File: config.mk
export PLATFORM = sky130hd
export DESIGN_NAME = svpwm_div
export DESIGN_NICKNAME = d
export VERILOG_FILES = /design/src/sv/svpwm_pkg.sv /design/src/sv/svpwm_div.sv
export SDC_FILE = /design/constraint.sdc
export NUM_CORES = 1
export LEC_CHECK = 0
export ABC_AREA = 1
export BUFFER_PORTS_ARGS = -buffer_cell sky130_fd_sc_hd__buf_2
export CORE_UTILIZATION = 60
export DETAILED_ROUTE_END_ITERATION = 10
export GPL_ROUTABILITY_DRIVEN = 0
export PLACE_DENSITY = 0.86
export RECOVER_POWER = 100
export SYNTH_ARGS = -nofsm -noshare
export SYNTH_HDL_FRONTEND = slang
export SYNTH_SLANG_ARGS = --single-unit
export TNS_END_PERCENT = 10
File: constraint.sdc
create_clock -name clk -period 4.4 [get_ports clk]
set_clock_uncertainty 0.05 [all_clocks]
set_input_delay 0.44 -clock clk [delete_from_list [all_inputs] [get_ports clk]]
set_output_delay 0.44 -clock clk [all_outputs]
set_load 0.02 [all_outputs]
File: src/sv/svpwm_pkg.sv
package svpwm_pkg;

	localparam int FRAC_BITS = 14;
	localparam int ONE = 1 << FRAC_BITS;

	// sqrt(3)/2 in 0.32, rounded to FRAC_BITS fraction bits
	localparam longint unsigned SQ3H_Q32 = 64'd3719550786;
	localparam int SQ3H = int'((SQ3H_Q32 + (64'd1 << (31 - FRAC_BITS))) >> (32 - FRAC_BITS));

	localparam int DATA_W = 16;
	localparam int PER_W = 16;
	localparam int MAG_W = DATA_W;
	localparam int SQ_W = 2 * DATA_W;
	localparam int DVD_W = MAG_W + FRAC_BITS;
	localparam int DSR_W = SQ_W - FRAC_BITS;
	localparam int REM_W = DSR_W + 1;
	localparam int QUO_W = 16;
	localparam int NORM_W = QUO_W + 1;
	localparam int DIV_STEP = 2;
	localparam int DIV_STAGES = QUO_W / DIV_STEP;
	localparam int REF_W = 19;
	localparam int TPROD_W = 40;
	localparam int TIME_W = 22;
	localparam int SUM_W = TIME_W + 2;

	localparam logic OP_AB = 1'b0;
	localparam logic OP_BASIC = 1'b1;

	localparam logic [2:0] SEC_ZERO = 3'd0;

	typedef enum logic [1:0] {
		ROLE_MIN,
		ROLE_MID,
		ROLE_MAX
	} role_t;

	typedef enum logic [1:0] {
		REF_ONE,
		REF_TWO,
		REF_THREE
	} ref_sel_t;

	typedef struct packed {
		ref_sel_t ref_first;
		ref_sel_t ref_second;
		logic negate;
		role_t role_a;
		role_t role_b;
		role_t role_c;
	} sec_info_t;

	typedef struct packed {
		logic valid;
		logic [2:0] sector;
	} sec_ctl_t;

	typedef struct packed {
		logic signed [DATA_W-1:0] one;
		logic signed [DATA_W-1:0] two;
		logic signed [DATA_W-1:0] three;
	} refs_t;

	function automatic logic [2:0] sector_map(input logic [2:0] pseudo);
		case (pseudo)
			3'd1: return 3'd2;
			3'd2: return 3'd6;
			3'd3: return 3'd1;
			3'd4: return 3'd4;
			3'd5: return 3'd3;
			3'd6: return 3'd5;
			default: return SEC_ZERO;
		endcase
	endfunction

	function automatic sec_info_t sector_info(input logic [2:0] sec);
		case (sec)
			3'd1: return '{REF_ONE, REF_THREE, 1'b0, ROLE_MIN, ROLE_MID, ROLE_MAX};
			3'd2: return '{REF_THREE, REF_TWO, 1'b1, ROLE_MID, ROLE_MIN, ROLE_MAX};
			3'd3: return '{REF_TWO, REF_ONE, 1'b0, ROLE_MAX, ROLE_MIN, ROLE_MID};
			3'd4: return '{REF_ONE, REF_THREE, 1'b1, ROLE_MAX, ROLE_MID, ROLE_MIN};
			3'd5: return '{REF_THREE, REF_TWO, 1'b0, ROLE_MID, ROLE_MAX, ROLE_MIN};
			3'd6: return '{REF_TWO, REF_ONE, 1'b1, ROLE_MIN, ROLE_MAX, ROLE_MID};
			default: return '{REF_ONE, REF_ONE, 1'b0, ROLE_MIN, ROLE_MIN, ROLE_MIN};
		endcase
	endfunction

	// shift right by FRAC_BITS, rounding toward zero
	function automatic logic signed [63:0] shr_trunc(input logic signed [63:0] x);
		logic [63:0] m;
		m = x[63] ? 64'(-x) : 64'(x);
		m = m >> FRAC_BITS;
		return x[63] ? -$signed(m) : $signed(m);
	endfunction

	function automatic logic signed [63:0] half_trunc(input logic signed [63:0] x);
		return x / 64'sd2;
	endfunction

	function automatic logic signed [DATA_W-1:0] sat16s(input logic signed [REF_W-1:0] x);
		if (x > 32767) begin
			return 16'sh7fff;
		end else if (x < -32768) begin
			return 16'sh8000;
		end else begin
			return DATA_W'(x);
		end
	endfunction

	function automatic logic [15:0] sat16u(input logic [SUM_W-1:0] x);
		return (x > SUM_W'(16'hffff)) ? 16'hffff : x[15:0];
	endfunction

endpackage

File: src/sv/svpwm_div.sv
module svpwm_div import svpwm_pkg::*; (
	input logic clk,
	input logic arst_n,
	input logic in_valid,
	input logic [DVD_W-1:0] dividend,
	input logic [DSR_W-1:0] divisor,
	input logic neg,
	output logic out_valid,
	output logic signed [NORM_W-1:0] quotient
);

	// restoring division, quotient known to fit QUO_W bits
	logic [REM_W-1:0] rem_sd [DIV_STAGES];
	logic [QUO_W-1:0] low_sd [DIV_STAGES];
	logic [QUO_W-1:0] quo_sd [DIV_STAGES];
	logic [DSR_W-1:0] dsr_sd [DIV_STAGES];
	logic neg_sd [DIV_STAGES];
	logic vld_sd [DIV_STAGES];

	for (genvar k = 0; k < DIV_STAGES; k++) begin : g_stage
		logic [REM_W-1:0] rem_in, rem_c;
		logic [QUO_W-1:0] low_in, low_c, quo_in, quo_c;
		logic [DSR_W-1:0] dsr_in;
		logic neg_in, vld_in;

		if (k == 0) begin : g_first
			assign rem_in = REM_W'(dividend >> QUO_W);
			assign low_in = dividend[QUO_W-1:0];
			assign quo_in = '0;
			assign dsr_in = divisor;
			assign neg_in = neg;
			assign vld_in = in_valid;
		end else begin : g_next
			assign rem_in = rem_sd[k-1];
			assign low_in = low_sd[k-1];
			assign quo_in = quo_sd[k-1];
			assign dsr_in = dsr_sd[k-1];
			assign neg_in = neg_sd[k-1];
			assign vld_in = vld_sd[k-1];
		end

		always_comb begin
			rem_c = rem_in;
			low_c = low_in;
			quo_c = quo_in;
			for (int i = 0; i < DIV_STEP; i++) begin
				rem_c = {rem_c[REM_W-2:0], low_c[QUO_W-1]};
				low_c = {low_c[QUO_W-2:0], 1'b0};
				if (rem_c >= REM_W'(dsr_in)) begin
					rem_c = rem_c - REM_W'(dsr_in);
					quo_c = {quo_c[QUO_W-2:0], 1'b1};
				end else begin
					quo_c = {quo_c[QUO_W-2:0], 1'b0};
				end
			end
		end

		always_ff @(posedge clk or negedge arst_n) begin
			if (!arst_n) begin
				vld_sd[k] <= 1'b0;
			end else begin
				vld_sd[k] <= vld_in;
			end
		end

		always_ff @(posedge clk) begin
			rem_sd[k] <= rem_c;
			low_sd[k] <= low_c;
			quo_sd[k] <= quo_c;
			dsr_sd[k] <= dsr_in;
			neg_sd[k] <= neg_in;
		end
	end

	assign out_valid = vld_sd[DIV_STAGES-1];
	assign quotient = neg_sd[DIV_STAGES-1] ? -$signed({1'b0, quo_sd[DIV_STAGES-1]})
		: $signed({1'b0, quo_sd[DIV_STAGES-1]});

endmodule

Word-level counts from Yosys, hierarchy flattened
Memory sizes are Yosys's and may differ from the RTL's.
Cells that the tools add are included.
{"block": "totals", "mem_bits_ro": 0, "ramBits": 544, "latchBits": 0, "memories": 5, "word_cells": 79, "regBits": 8}
{"block": "classes", "n_eq_ne": 0, "n_div": 0, "order_cmp": 16, "reduce_logical": 0, "n_shift": 0, "n_bitwise": 0, "addsub": 17, "mul": 0, "muxes": 33}
{"name": "rem_sd", "words": 8, "word_bits": 19, "read_ports": 7, "rd_ports_with_merged_regs": 0, "wr": 8, "line": "svpwm_div.sv:13", "text": "logic [REM_W-1:0] rem_sd [DIV_STAGES];"}
{"name": "dsr_sd", "words": 8, "word_bits": 18, "read_ports": 7, "rd_ports_with_merged_regs": 0, "wr": 8, "line": "svpwm_div.sv:16", "text": "logic [DSR_W-1:0] dsr_sd [DIV_STAGES];"}
{"name": "quo_sd", "words": 8, "word_bits": 16, "read_ports": 8, "rd_ports_with_merged_regs": 0, "wr": 8, "line": "svpwm_div.sv:15", "text": "logic [QUO_W-1:0] quo_sd [DIV_STAGES];"}
{"name": "low_sd", "words": 8, "word_bits": 14, "read_ports": 7, "rd_ports_with_merged_regs": 0, "wr": 8, "line": "svpwm_div.sv:14", "text": "logic [QUO_W-1:0] low_sd [DIV_STAGES];"}
{"name": "neg_sd", "words": 8, "word_bits": 1, "read_ports": 8, "rd_ports_with_merged_regs": 0, "wr": 8, "line": "svpwm_div.sv:17", "text": "logic neg_sd [DIV_STAGES];"}
{"cell": "greater-or-equal comparator 19 x 18 -> 1 bit", "count": 15}
{"cell": "2-to-1 mux 19 bit", "count": 8}
{"cell": "subtractor 19 x 18 -> 19 bit", "count": 8}
{"cell": "2-to-1 mux 18 bit", "count": 8}
{"cell": "subtractor 18 bit", "count": 7}
{"cell": "greater-or-equal comparator 15 x 18 -> 1 bit", "count": 1}
{"cell": "subtractor 15 x 18 -> 18 bit", "count": 1}
{"cell": "2-to-1 mux 17 bit", "count": 1}
{"cell": "negation 16 -> 17 bit", "count": 1}
{"cell": "2-to-1 mux 1 bit", "count": 16}

Longest topological paths before layout
Gate-level depths: netlist of the first run.
An unclocked memory read counts as a cell.
{"block": "logic_depth", "depth_word": 5, "depth_mapped": 32, "mapped_depth_nobuf": 30}

Worst setup path after synthesis of the first run
Ideal clock, no wire load.
{"block": "synth_timing", "path_kind": "input to register", "from": "in dividend[15]", "to": "mem rem_sd[0][12] (netlist name)", "path_buffers": 1, "path_stages": 28, "arrival_time_ps": 3379, "setup_ps": 112, "slack_ps": 858, "cell_sequence": "inv_1 > ha_1 > inv_1 > fa_1 > nand3_1 > nand3_1 > nand2_1 > nand2_1 > nand2_1 > nand2_1 > or2_2 > nand3_1 > nand2_1 > ha_1 > nand2_1 > inv_1 > nand2_1 > nor3_1 > nand2_1 > nand2_1 > nand2_1 > nand2_1 > nand2_1 > nand2_1 > nand2_2 > buf_2 > nand3_1 > nand2_1"}
{"element": "from (decl)", "line": "svpwm_div.sv:5", "text": "input logic [DVD_W-1:0] dividend,"}
{"element": "to (decl)", "line": "svpwm_div.sv:13"}

==> metrics.md, run 1 <==
| Metric | Value |
|---|---|
| Post-Syn Area per Cell | 6.856 um^2 |
| Synthesis Warnings | 0 |
| Routed WL | 74.12 mm |
| Run status | completed |
| Area share of the largest cell type after synthesis | 29.00% |
| Synthesized instance count | 3,907 |
| Syn nets | 4,260 |
| WL/cell | 15.89 um |
| Simple-Gate Fraction of Synth Area | 31.71% |
| Vias/cell | 5.530 |
| Max Cap Viol | 0 |
| Startpoint types | flip-flop |
| Hold_sp | dividend[14] |
| Worst EP arrival | 4.54 ns |
| CP required | 4.79 ns |
| Worst-path maximum fanout | 9 |
| EDFF count, synth | 0 |
| HPWL Detailed | 57.72 mm |
| Worst hold stages | 3 |
| Synth Area in Adders | 14.48% |
| Gr usage total | 32.10% |
| Io pins | 70 |
| Initial Util | 60.71% |
| R2R Path End | rem_sd[1][6] |
| Asr flop ratio synth | 2.020% |
| Fmax | 241.1 MHz |
| Netlist Area Pre-Place | 26,790 um^2 |
| Top cells by area, synth | dfxtp_1 29%, nand2_1 18%, ha_1 13%, inv_1 7.1%, nand3_1 5.6% |
| Final WS setup | 0.2530 ns |
| Yosys cell types | 53 |
| Largest family of logic cells by synthesized area | simple AND/OR/NAND/NOR gates |
| R2R setup slack | 0.25 ns |
| Nets | 4,391 |
| Inst Count DP | 4,554 |
| Die height | 213.3 um |
| CTS tree | done |
| Vias in the first global route | 23,820 |
| Hold Crit Class | input port to flip-flop |
| Relative slew margins | 57.49% |
| Fill cells | 3,647 |
| Global-route wire length before repair | 116.6 mm |
| # rows | 77 |
| R2R cell count | 24 |
| Register area | 7970 um^2 |
| Core Box Area | 44,120 um^2 |
| Area of the die | 45,500 um^2 |
| Worst setup EP type | flip-flop |
| CTS max path bufs | 3 |
| Synth area leader | dfxtp_1 |
| Seq/Total Area, Yosys | 29.74% |
| Worst-margin pin slew | 0.6309 ns |
| Multiplexer share of the synthesized area | 0% |
| Multi-input gate area | 16,580 um^2 |
| Flops & latches, synth | 396 |
| Final setup TNS | 0 ns |
| Die W | 213.3 um |
| Port bufs | 69 |
| DR vias | 25,790 |
| Initial antenna violation count | 1 |
| CTS HTree Levels | 2 |
| Xor and xnor area share after synthesis | 6.441% |
| Synth Flop Type | dfxtp_1 |
| Critical path type | flip-flop to flip-flop |
| Synth Area in Compound Gates | 9.113% |
| Grt ovf | 0 |
| Min-Delay Endpoint | rem_sd[0][0] |
| Drt drc | 0 |
| Fin cells | 4,664 |
| Clock slew at reported path FFs | 0.07 ns |
| Number of DRC markers in iteration 0 | 2,482 |
| Fin. Hold Viols | 0 |
| Tmin final | 4.147 ns |
| CTS Buf Count | 41 |
| Antenna viol nets, final | 0 |
| Area Overhead vs Synth | 10.44% |
| Root buf cell | clkbuf_16 |
| Final setup fails | 0 |
| First-pass DRT Iterations | 9 |
| Layout cells sized above 1 | 6.190% |
| Fin crit share | 94.25% |
| Min Hold Slack | 0.07994 ns |
| Largest net degree at the start of global routing | 27 |
| Setup WS pre-CTS | 0.2167 ns |
| RR Startpoint | dsr_sd[0][0] |
| Final Max Slew Viols | 0 |
| Skew-Pair Late Insertion Delay | 0.57 ns |
| Clk sink count | 396 |
worst max-delay path by stage:
stage | depth (start not counted) | slack [ns] | from | end
6_report | 24 | 0.25 | dsr_sd[0][0] | rem_sd[1][6]
5_1_grt | 28 | -0.009 | dsr_sd[4][10] | rem_sd[5][9]
4_1_cts | 25 | 0.04 | dsr_sd[3][1] | rem_sd[4][9]
3_5_place_dp | 25 | 0.22 | dsr_sd[3][1] | rem_sd[4][9]
3_3_place_gp | 27 | 0.23 | dsr_sd[1][1] | rem_sd[2][5]
2_1_floorplan | 28 | 0.86 | dividend[15] | rem_sd[0][12]
state kept, by name (all words and copies together), names as in the netlist:
name / flops
dsr_sd: 126
g_stage.vld_in: 7
out_valid: 1
rem_sd: 126
low_sd: 56
neg_sd: 8
quo_sd: 72
cells by family after synthesis:
kind of cell	Yosys count
buf+inv	567
simple gates	1997
fa+ha+maj	301
xor+xnor	197
flops	396
compound gates	449
worst max-delay path, cell delays in order (launching register included):
cell and delay [ns]:
dfxtp_1 0.46, ha_1 0.27, inv_1 0.13, fa_1 0.44, nand3_1 0.10, nand2_1 0.12, nand2_1 0.09, nand2_1 0.11
xnor2_1 0.22, o21ai_0 0.21, ha_1 0.44, nand2_1 0.11, inv_1 0.09, nand3_1 0.09, nor3_1 0.15, nand2_1 0.07
nand2_1 0.13, nand2_1 0.09, nand2_1 0.10, nand2_1 0.06, nand2_1 0.08, nand2_2 0.08, buf_4 0.18, nand3_1 0.09
nand2_1 0.06
layout make-up:
cell class,instances,area share (%)
clock inverter,24,0.8923
tap,592,2.504
inverter,521,6.669
timing repair buffer,134,3.070
multi-input combinational,2944,56.03
clock buffer,52,3.886
sequential,396,26.94
antenna,1,0.008458
synthesized netlist by cell type (all sizes together) (20+ instances only):
cell type	n
xor2	84
nand3	303
inv	520
buf	44
o21ai	145
nand3b	34
xnor2	113
dfxtp	388
nand4	28
ha	286
nand2	1326
o21bai	20
nor2	247
a21oi	241
nor3	28
cells in the final DEF, fill, tap and decap left out, drive strengths merged:
cell,count
a21o,10
fa,15
a31o,1
clkinvlp,2
nand2b,1
a21oi,241
ha,286
o21a,4
nor4,3
xnor2,113
nor3,28
buf,81
or2,15
and2,3
nand3,303
nor2,247
clkinv,11
a22oi,1
a41oi,1
a21boi,12
nor3b,2
diode,1
xor2,84
nand2,1326
inv,529
dfxtp,388
clkbuf,72
dlygate4sd3,33
a31oi,12
nand4,28
dfrtp,8
nand3b,34
o211a,1
and3,7
o31ai,1
bufinv,3
o21bai,20
o21ai,145
layer usage:
layer / vias up / track usage, % / routed length (um)
met5: - / 0 / 0
met3: 237 / 6.736 / 7215
met4: 0 / 13.87 / 3279
li1: 12770 / - / -
met1: 11550 / 41.46 / 31190
met2: 1234 / 51.68 / 32440
through the flow:
step / area (um^2) / utilization (%)
6_report: 29590 / 67.05
5_1_grt: 29590 / 67.05
4_1_cts: 29550 / 66.97
3_5_place_dp: 27800 / 63.01
3_3_place_gp: 27800 / 63.01
2_1_floorplan: 26790 / -
repair_timing:
item                                    CTS  global route
endpoints found under the setup margin    0            95
hold buffers                             33             0
gates resized for setup                   0            30
endpoints found under the hold margin    40             0
buffers inserted                          0             0
Power of run 1 is not shown: default switching activity piles up to over one toggle a cycle in this logic, so the estimate is an artifact.
==> run 2, diff against run 1 <==
--- a/config.mk
+++ b/config.mk
@@ -8,8 +8,9 @@
 export ABC_AREA = 1
 export BUFFER_PORTS_ARGS = -buffer_cell sky130_fd_sc_hd__buf_2
-export CORE_UTILIZATION = 60
+export CORE_UTILIZATION = 45
 export DETAILED_ROUTE_END_ITERATION = 10
 export GPL_ROUTABILITY_DRIVEN = 0
-export PLACE_DENSITY = 0.86
+export MAX_ROUTING_LAYER = met4
+export PLACE_DENSITY = 0.7
 export RECOVER_POWER = 100
 export SYNTH_ARGS = -nofsm -noshare
--- a/constraint.sdc
+++ b/constraint.sdc
@@ -3,3 +3,3 @@
 set_input_delay 0.44 -clock clk [delete_from_list [all_inputs] [get_ports clk]]
 set_output_delay 0.44 -clock clk [all_outputs]
-set_load 0.02 [all_outputs]
+set_load 0.005 [all_outputs]
==> run 2 against run 1 <==
Setup slack worse by 0.013 ns. Register-to-register slack about the same. Routed wire length down 1.6%. Final area up 1.1%. Fmax down 0.32%. Non-clock buffer count up 4. Critical path depth up 1. Utilization down 16 points. Global-route usage down 7.5 points. Worst hold slack worse by 0.0026 ns.
==> metrics.md, run 2 (synthesis results as in run 1) <==
| Metric | Value |
|---|---|
| Fin crit share | 94.55% (+0.30 points) |
| CTS tree | done |
| Largest net degree at the start of global routing | 27 (unchanged) |
| Io pins | 70 (unchanged) |
| Critical path type | flip-flop to flip-flop |
| # rows | 89 (+16%) |
| Gr usage total | 24.63% (-7.5 points) |
| Top Registers | dsr_sd: 126 flops, rem_sd: 126 flops, quo_sd: 72 flops |
| Worst-margin pin slew | 0.6763 ns (+0.04536 ns) |
| Worst path slowest cell | dfxtp_1 |
| Vias in the first global route | 22,770 (-4.4%) |
| Fin cells | 4,856 (+4.1%) |
| WL/cell | 15.03 um (-5.4%) |
| Vias/cell | 5.052 (-8.6%) |
| Fin. Hold Viols | 0 (unchanged) |
| Area of the die | 60,510 um^2 (+33%) |
| Most frequent CP cell | nand2_1 |
| CTS max path bufs | 3 (unchanged) |
| Hold Crit Class | input port to flip-flop |
| CTS HTree Levels | 2 (unchanged) |
| Multi-input gate area | 16,550 um^2 (-0.14%) |
| Worst setup EP type | flip-flop |
| Die height | 246.0 um (+15%) |
| Drt drc | 0 (unchanged) |
| CP required | 4.81 ns (+0.02 ns) |
| Clock slew at reported path FFs | 0.07 ns (about the same) |
| Skew-Pair Late Insertion Delay | 0.59 ns (+0.02 ns) |
| Antenna viol nets, final | 0 (unchanged) |
| Commonest non-fill, non-tap cells in the layout | 1,289 x nand2_1, 510 x inv_1, 387 x dfxtp_1, 302 x nand3_1, 286 x ha_1 |
| Startpoint types | flip-flop |
| Antenna cells | 0 (-1) |
| Nets | 4,399 (+0.18%) |
| Register area | 7969 um^2 (about the same) |
| Final setup fails | 0 (unchanged) |
| Fill cells | 5,852 (+60%) |
| Port bufs | 69 (unchanged) |
| Layout cells sized above 1 | 5.952% (-0.24 points) |
| Fmax | 240.4 MHz (-0.32%) |
| DR vias | 24,530 (-4.9%) |
| Global-route wire length before repair | 116.1 mm (-0.48%) |
| Setup bufs post-CTS | 0 (unchanged) |
| Initial antenna violation count | 1 (unchanged) |
| Max Cap Viol | 0 (unchanged) |
| RSZ-0062 raised after global routing | yes |
| Clk sink count | 396 (unchanged) |
| Inst Count DP | 4,738 (+4.0%) |
| Area Overhead vs Synth | 11.64% |
| First-pass DRT Iterations | 6 (-3) |
| Routed WL | 72.96 mm (-1.6%) |
| Core Box Area | 58,910 um^2 (+34%) |
| Worst EP arrival | 4.57 ns (+0.03 ns) |
| Die W | 246.0 um (+15%) |
| Root buf cell | clkbuf_16 |
| Max stage delay on crit path | 0.43 ns (-0.03 ns) |
| CTS Buf Count | 45 (+9.8%) |
| HPWL Detailed | 59.29 mm (+2.7%) |
| Final Max Slew Viols | 0 (unchanged) |
| Number of DRC markers in iteration 0 | 1,892 (-24%) |
| Tmin final | 4.160 ns (+0.01312 ns) |
| Run status | completed |
| Initial Util | 45.47% (-15 points) |
| Grt ovf | 0 (unchanged) |
| Relative slew margins | 54.44% (-3.1 points) |
| Worst-path maximum fanout | 11 (+2) |
| Commonest non-fill, non-tap cell in the layout | nand2_1 |
run 2: worst paths after layout:
kind	startpoint	endpoint	slack (ns)	cells past startpoint
max	dsr_sd[0][4]	rem_sd[1][1]	0.24	25
min	dividend[14]	rem_sd[0][0]	0.08	3
max reg2reg	dsr_sd[0][4]	rem_sd[1][1]	0.24	25
min reg2reg	quo_sd[1][39]	quo_sd[1][57]	0.26	0
max in group asynchronous	arst_n	g_stage[7].vld_in	3.75	2
min in group asynchronous	arst_n	g_stage[3].vld_in	0.27	2
run 2: through the flow:
step                TNS, ns  setup WS, ns  util, %  cell area [um^2]  hold WS [ns]
finish                    0        0.2399    50.77             29910       0.07730
global route         -1.000      -0.04686    50.77             29910       0.07038
CTS                       0      0.006111    50.83             29940      0.004170
detailed placement        0       0.03936    47.60             28040        0.2413
global placement          0        0.1169    47.60             28040        0.2335
floorplan                 0        0.8583        -             26790       0.09441
run 2: final cells by class:
cell class | instances | area share (%)
well taps | 773 | 3.234
inverters | 521 | 6.573
repair buffers | 138 | 2.979
multi-input cells | 2944 | 55.35
clock inverters | 32 | 1.197
flip-flops and latches | 396 | 26.65
clock buffers | 52 | 4.021
run 2: critical path, delay by kind of cell, from the launching register on:
kind	cells	cell delay, ns
AOI/OAI and AO/OA	2	0.46
adders and majority gates	2	0.71
buffers and inverters	4	0.59
DFF	1	0.43
and+or+nand+nor	17	1.80
run 2: metal layers:
metal | vias to the layer above | track usage (%) | wire, um
met1 | 10870 | 32.10 | 33690
met2 | 744 | 39.50 | 32660
li1 | 12780 | - | -
met3 | 139 | 2.603 | 4225
met5 | - | - | 0
met4 | 0 | 8.476 | 2384
run 2: what timing repair did:
action | in CTS | in global routing
resized for setup | 0 | 15
hold buffers | 34 | 0
hold endpoints to repair | 41 | 0
setup endpoints to repair | 0 | 57
Power of run 2 is left out for the same reason.
==> run 3, diff against run 2 <==
Settings changed: ABC_CLOCK_PERIOD_IN_PS set to 4400, CORE_MARGIN set to 5, CORE_UTILIZATION 45 to 64, PLACE_DENSITY 0.7 to 0.9.
==> run 3 against run 2 <==
Utilization is 20 points higher. Die area is 24% lower. Setup slack worse by 0.091 ns. Largest cell class unchanged. Clock-buffer cell count is 1 higher. Sequential cell count stayed put. Fmax is 2.1% lower. Routed wire length is 0.53% lower. Cell count is 4.9% lower.
==> metrics.md, run 3 (synthesis results as in run 1) <==
| Metric | Value |
|---|---|
| Area Overhead vs Synth | 10.24% |
| WL/cell | 15.72 um (+4.6%) |
| Largest net degree at the start of global routing | 27 (unchanged) |
| Root buf cell | clkbuf_16 |
| Skew-Pair Late Insertion Delay | 0.58 ns (about the same) |
| Antenna cells | 0 (unchanged) |
| CP required | 4.80 ns (about the same) |
| CTS Buf Count | 41 (-8.9%) |
| Top Registers | dsr_sd: 126 flops, rem_sd: 126 flops, quo_sd: 72 flops |
| Vias in the first global route | 24,380 (+7.1%) |
| Port bufs | 69 (unchanged) |
| Die W | 214.6 um (-13%) |
| First-pass DRT Iterations | 8 (+2) |
| R2R Path End | rem_sd[6][9] |
| Worst setup EP type | flip-flop |
| Worst-margin pin slew | 0.5413 ns (-0.1350 ns) |
| R2R setup slack | 0.23 ns (about the same) |
| Global-route wire length before repair | 117.4 mm (+1.1%) |
| Antenna viol nets, final | 0 (unchanged) |
| Fin crit share | 96.61% (+2.1 points) |
| Die height | 214.6 um (-13%) |
| HPWL Detailed | 56.83 mm (-4.2%) |
| Commonest non-fill, non-tap cells in the layout | 1,287 x nand2_1, 510 x inv_1, 387 x dfxtp_1, 302 x nand3_1, 285 x ha_1 |
| Initial antenna violation count | 3 (+2) |
| Min-Delay Endpoint | rem_sd[0][0] |
| Grt ovf | 0 (unchanged) |
| Io pins | 70 (unchanged) |
| Tmin final | 4.251 ns (+0.09056 ns) |
| Worst EP arrival | 4.65 ns (+0.08 ns) |
| Final WS setup | 0.1493 ns (-0.09056 ns) |
| # rows | 75 (-16%) |
| Final setup fails | 0 (unchanged) |
| Vias/cell | 5.598 (+11%) |
| Critical path type | input port to flip-flop |
| R2R cell count | 28 (+12%) |
| Initial Util | 64.29% (+19 points) |
| RR Startpoint | dsr_sd[5][5] |
| Area of the die | 46,050 um^2 (-24%) |
| Hold Crit Class | input port to flip-flop |
| CTS HTree Levels | 2 (unchanged) |
| Routed WL | 72.58 mm (-0.53%) |
| Hold_sp | dividend[14] |
| RSZ-0062 raised after global routing | yes |
| Fmax | 235.3 MHz (-2.1%) |
| DR vias | 25,850 (+5.4%) |
| Worst hold stages | 3 (unchanged) |
| Worst-path maximum fanout | 12 (+1) |
| Setup WS pre-CTS | 0.1382 ns (+0.09882 ns) |
| Fill cells | 3,252 (-44%) |
| Max Cap Viol | 0 (unchanged) |
| Gr usage total | 31.30% (+6.7 points) |
| Layout cells sized above 1 | 5.861% (-0.091 points) |
| Clock slew at reported path FFs | 0.06 ns (about the same) |
| CTS tree | done |
| Relative slew margins | 63.83% (+9.4 points) |
| Drt drc | 0 (unchanged) |
| Final Max Slew Viols | 0 (unchanged) |
| Nets | 4,400 (+0.023%) |
| Number of DRC markers in iteration 0 | 2,823 (+49%) |
| Fin. Hold Viols | 0 (unchanged) |
| CTS max path bufs | 3 (unchanged) |
| Post-Layout Inst Area | 29,530 um^2 (-1.3%) |
| Clk sink count | 396 (unchanged) |
| Core Box Area | 41,670 um^2 (-29%) |
| Commonest non-fill, non-tap cell in the layout | nand2_1 |
| Placed Area | 27,770 um^2 (-0.96%) |
| Run status | completed |
| Startpoint types | input port |
## run 3: cell type report
cell class                 count  area, um^2  share of cell area (%)
tap                          539       674.4                   2.284
timing repair buffer         143       942.2                   3.190
clock buffer                  53        1134                   3.839
clock inverter                21       285.3                  0.9660
multi-input combinational   2944       16560                   56.07
sequential                   396        7969                   26.99
inverter                     521        1968                   6.665
## run 3: worst max-delay path, cell delays in order
cell	delay, ns
dlygate4sd3_1	0.53
clkbuf_1	0.14
inv_1	0.10
ha_1	0.36
a21oi_1	0.23
o21ai_1	0.11
inv_1	0.08
nand2_1	0.05
nand2_1	0.09
nand4_4	0.18
buf_4	0.22
nand2_1	0.06
nand2_1	0.10
ha_1	0.38
nand2_1	0.16
o21ai_2	0.23
nand2_1	0.10
nand2_2	0.13
nand2_1	0.07
nand2_1	0.11
nand2_1	0.06
nand2_1	0.06
nand2_1	0.05
nand2_1	0.07
nand2_2	0.14
buf_4	0.22
nand3_1	0.08
nand2_1	0.08
## run 3: worst max-delay path by stage
stage                    end          from  slack [ns]
2_1_floorplan  rem_sd[0][12]  dividend[15]        0.86
3_3_place_gp    rem_sd[2][0]  dsr_sd[1][1]        0.22
3_5_place_dp    rem_sd[2][5]  dsr_sd[1][1]        0.14
4_1_cts         rem_sd[2][5]  dsr_sd[1][1]        0.07
5_1_grt        rem_sd[0][17]    divisor[7]       -0.07
6_report       rem_sd[0][17]    divisor[7]        0.15
## run 3: timing repair
| item | in CTS | in global routing |
|---|---|---|
| endpoints found under the setup margin | 0 | 75 |
| hold endpoints to repair | 41 | 0 |
| hold buffers | 34 | 0 |
| buffers inserted | 0 | 2 |
| gates resized for setup | 0 | 21 |
## run 3: metrics by stage
stage                     setup TNS (ns)  instances  util (%)  hold WS (ns)
after CTS                              0       4615     70.87       0.02975
final                                  0       4617     70.88       0.07556
after floorplan                        0       3907         -       0.09441
after global placement                 0       4507     66.65        0.2316
after global routing              -1.098       4617     70.88        0.1027
after detailed placement               0       4507     66.65        0.2354
## run 3: metal layers
metal / part of all wire, % / routed length, um / vias to the layer above / global-route usage [%]
met1: 42 / 30220 / 11560 / 39.23
met4: 4.5 / 3242 / 0 / 12.88
met2: 45 / 32310 / 1233 / 50.36
li1: - / - / 12790 / -
met5: 0 / 0 / - / -
met3: 9.4 / 6808 / 267 / 5.436
Power of run 3 is left out for the same reason.
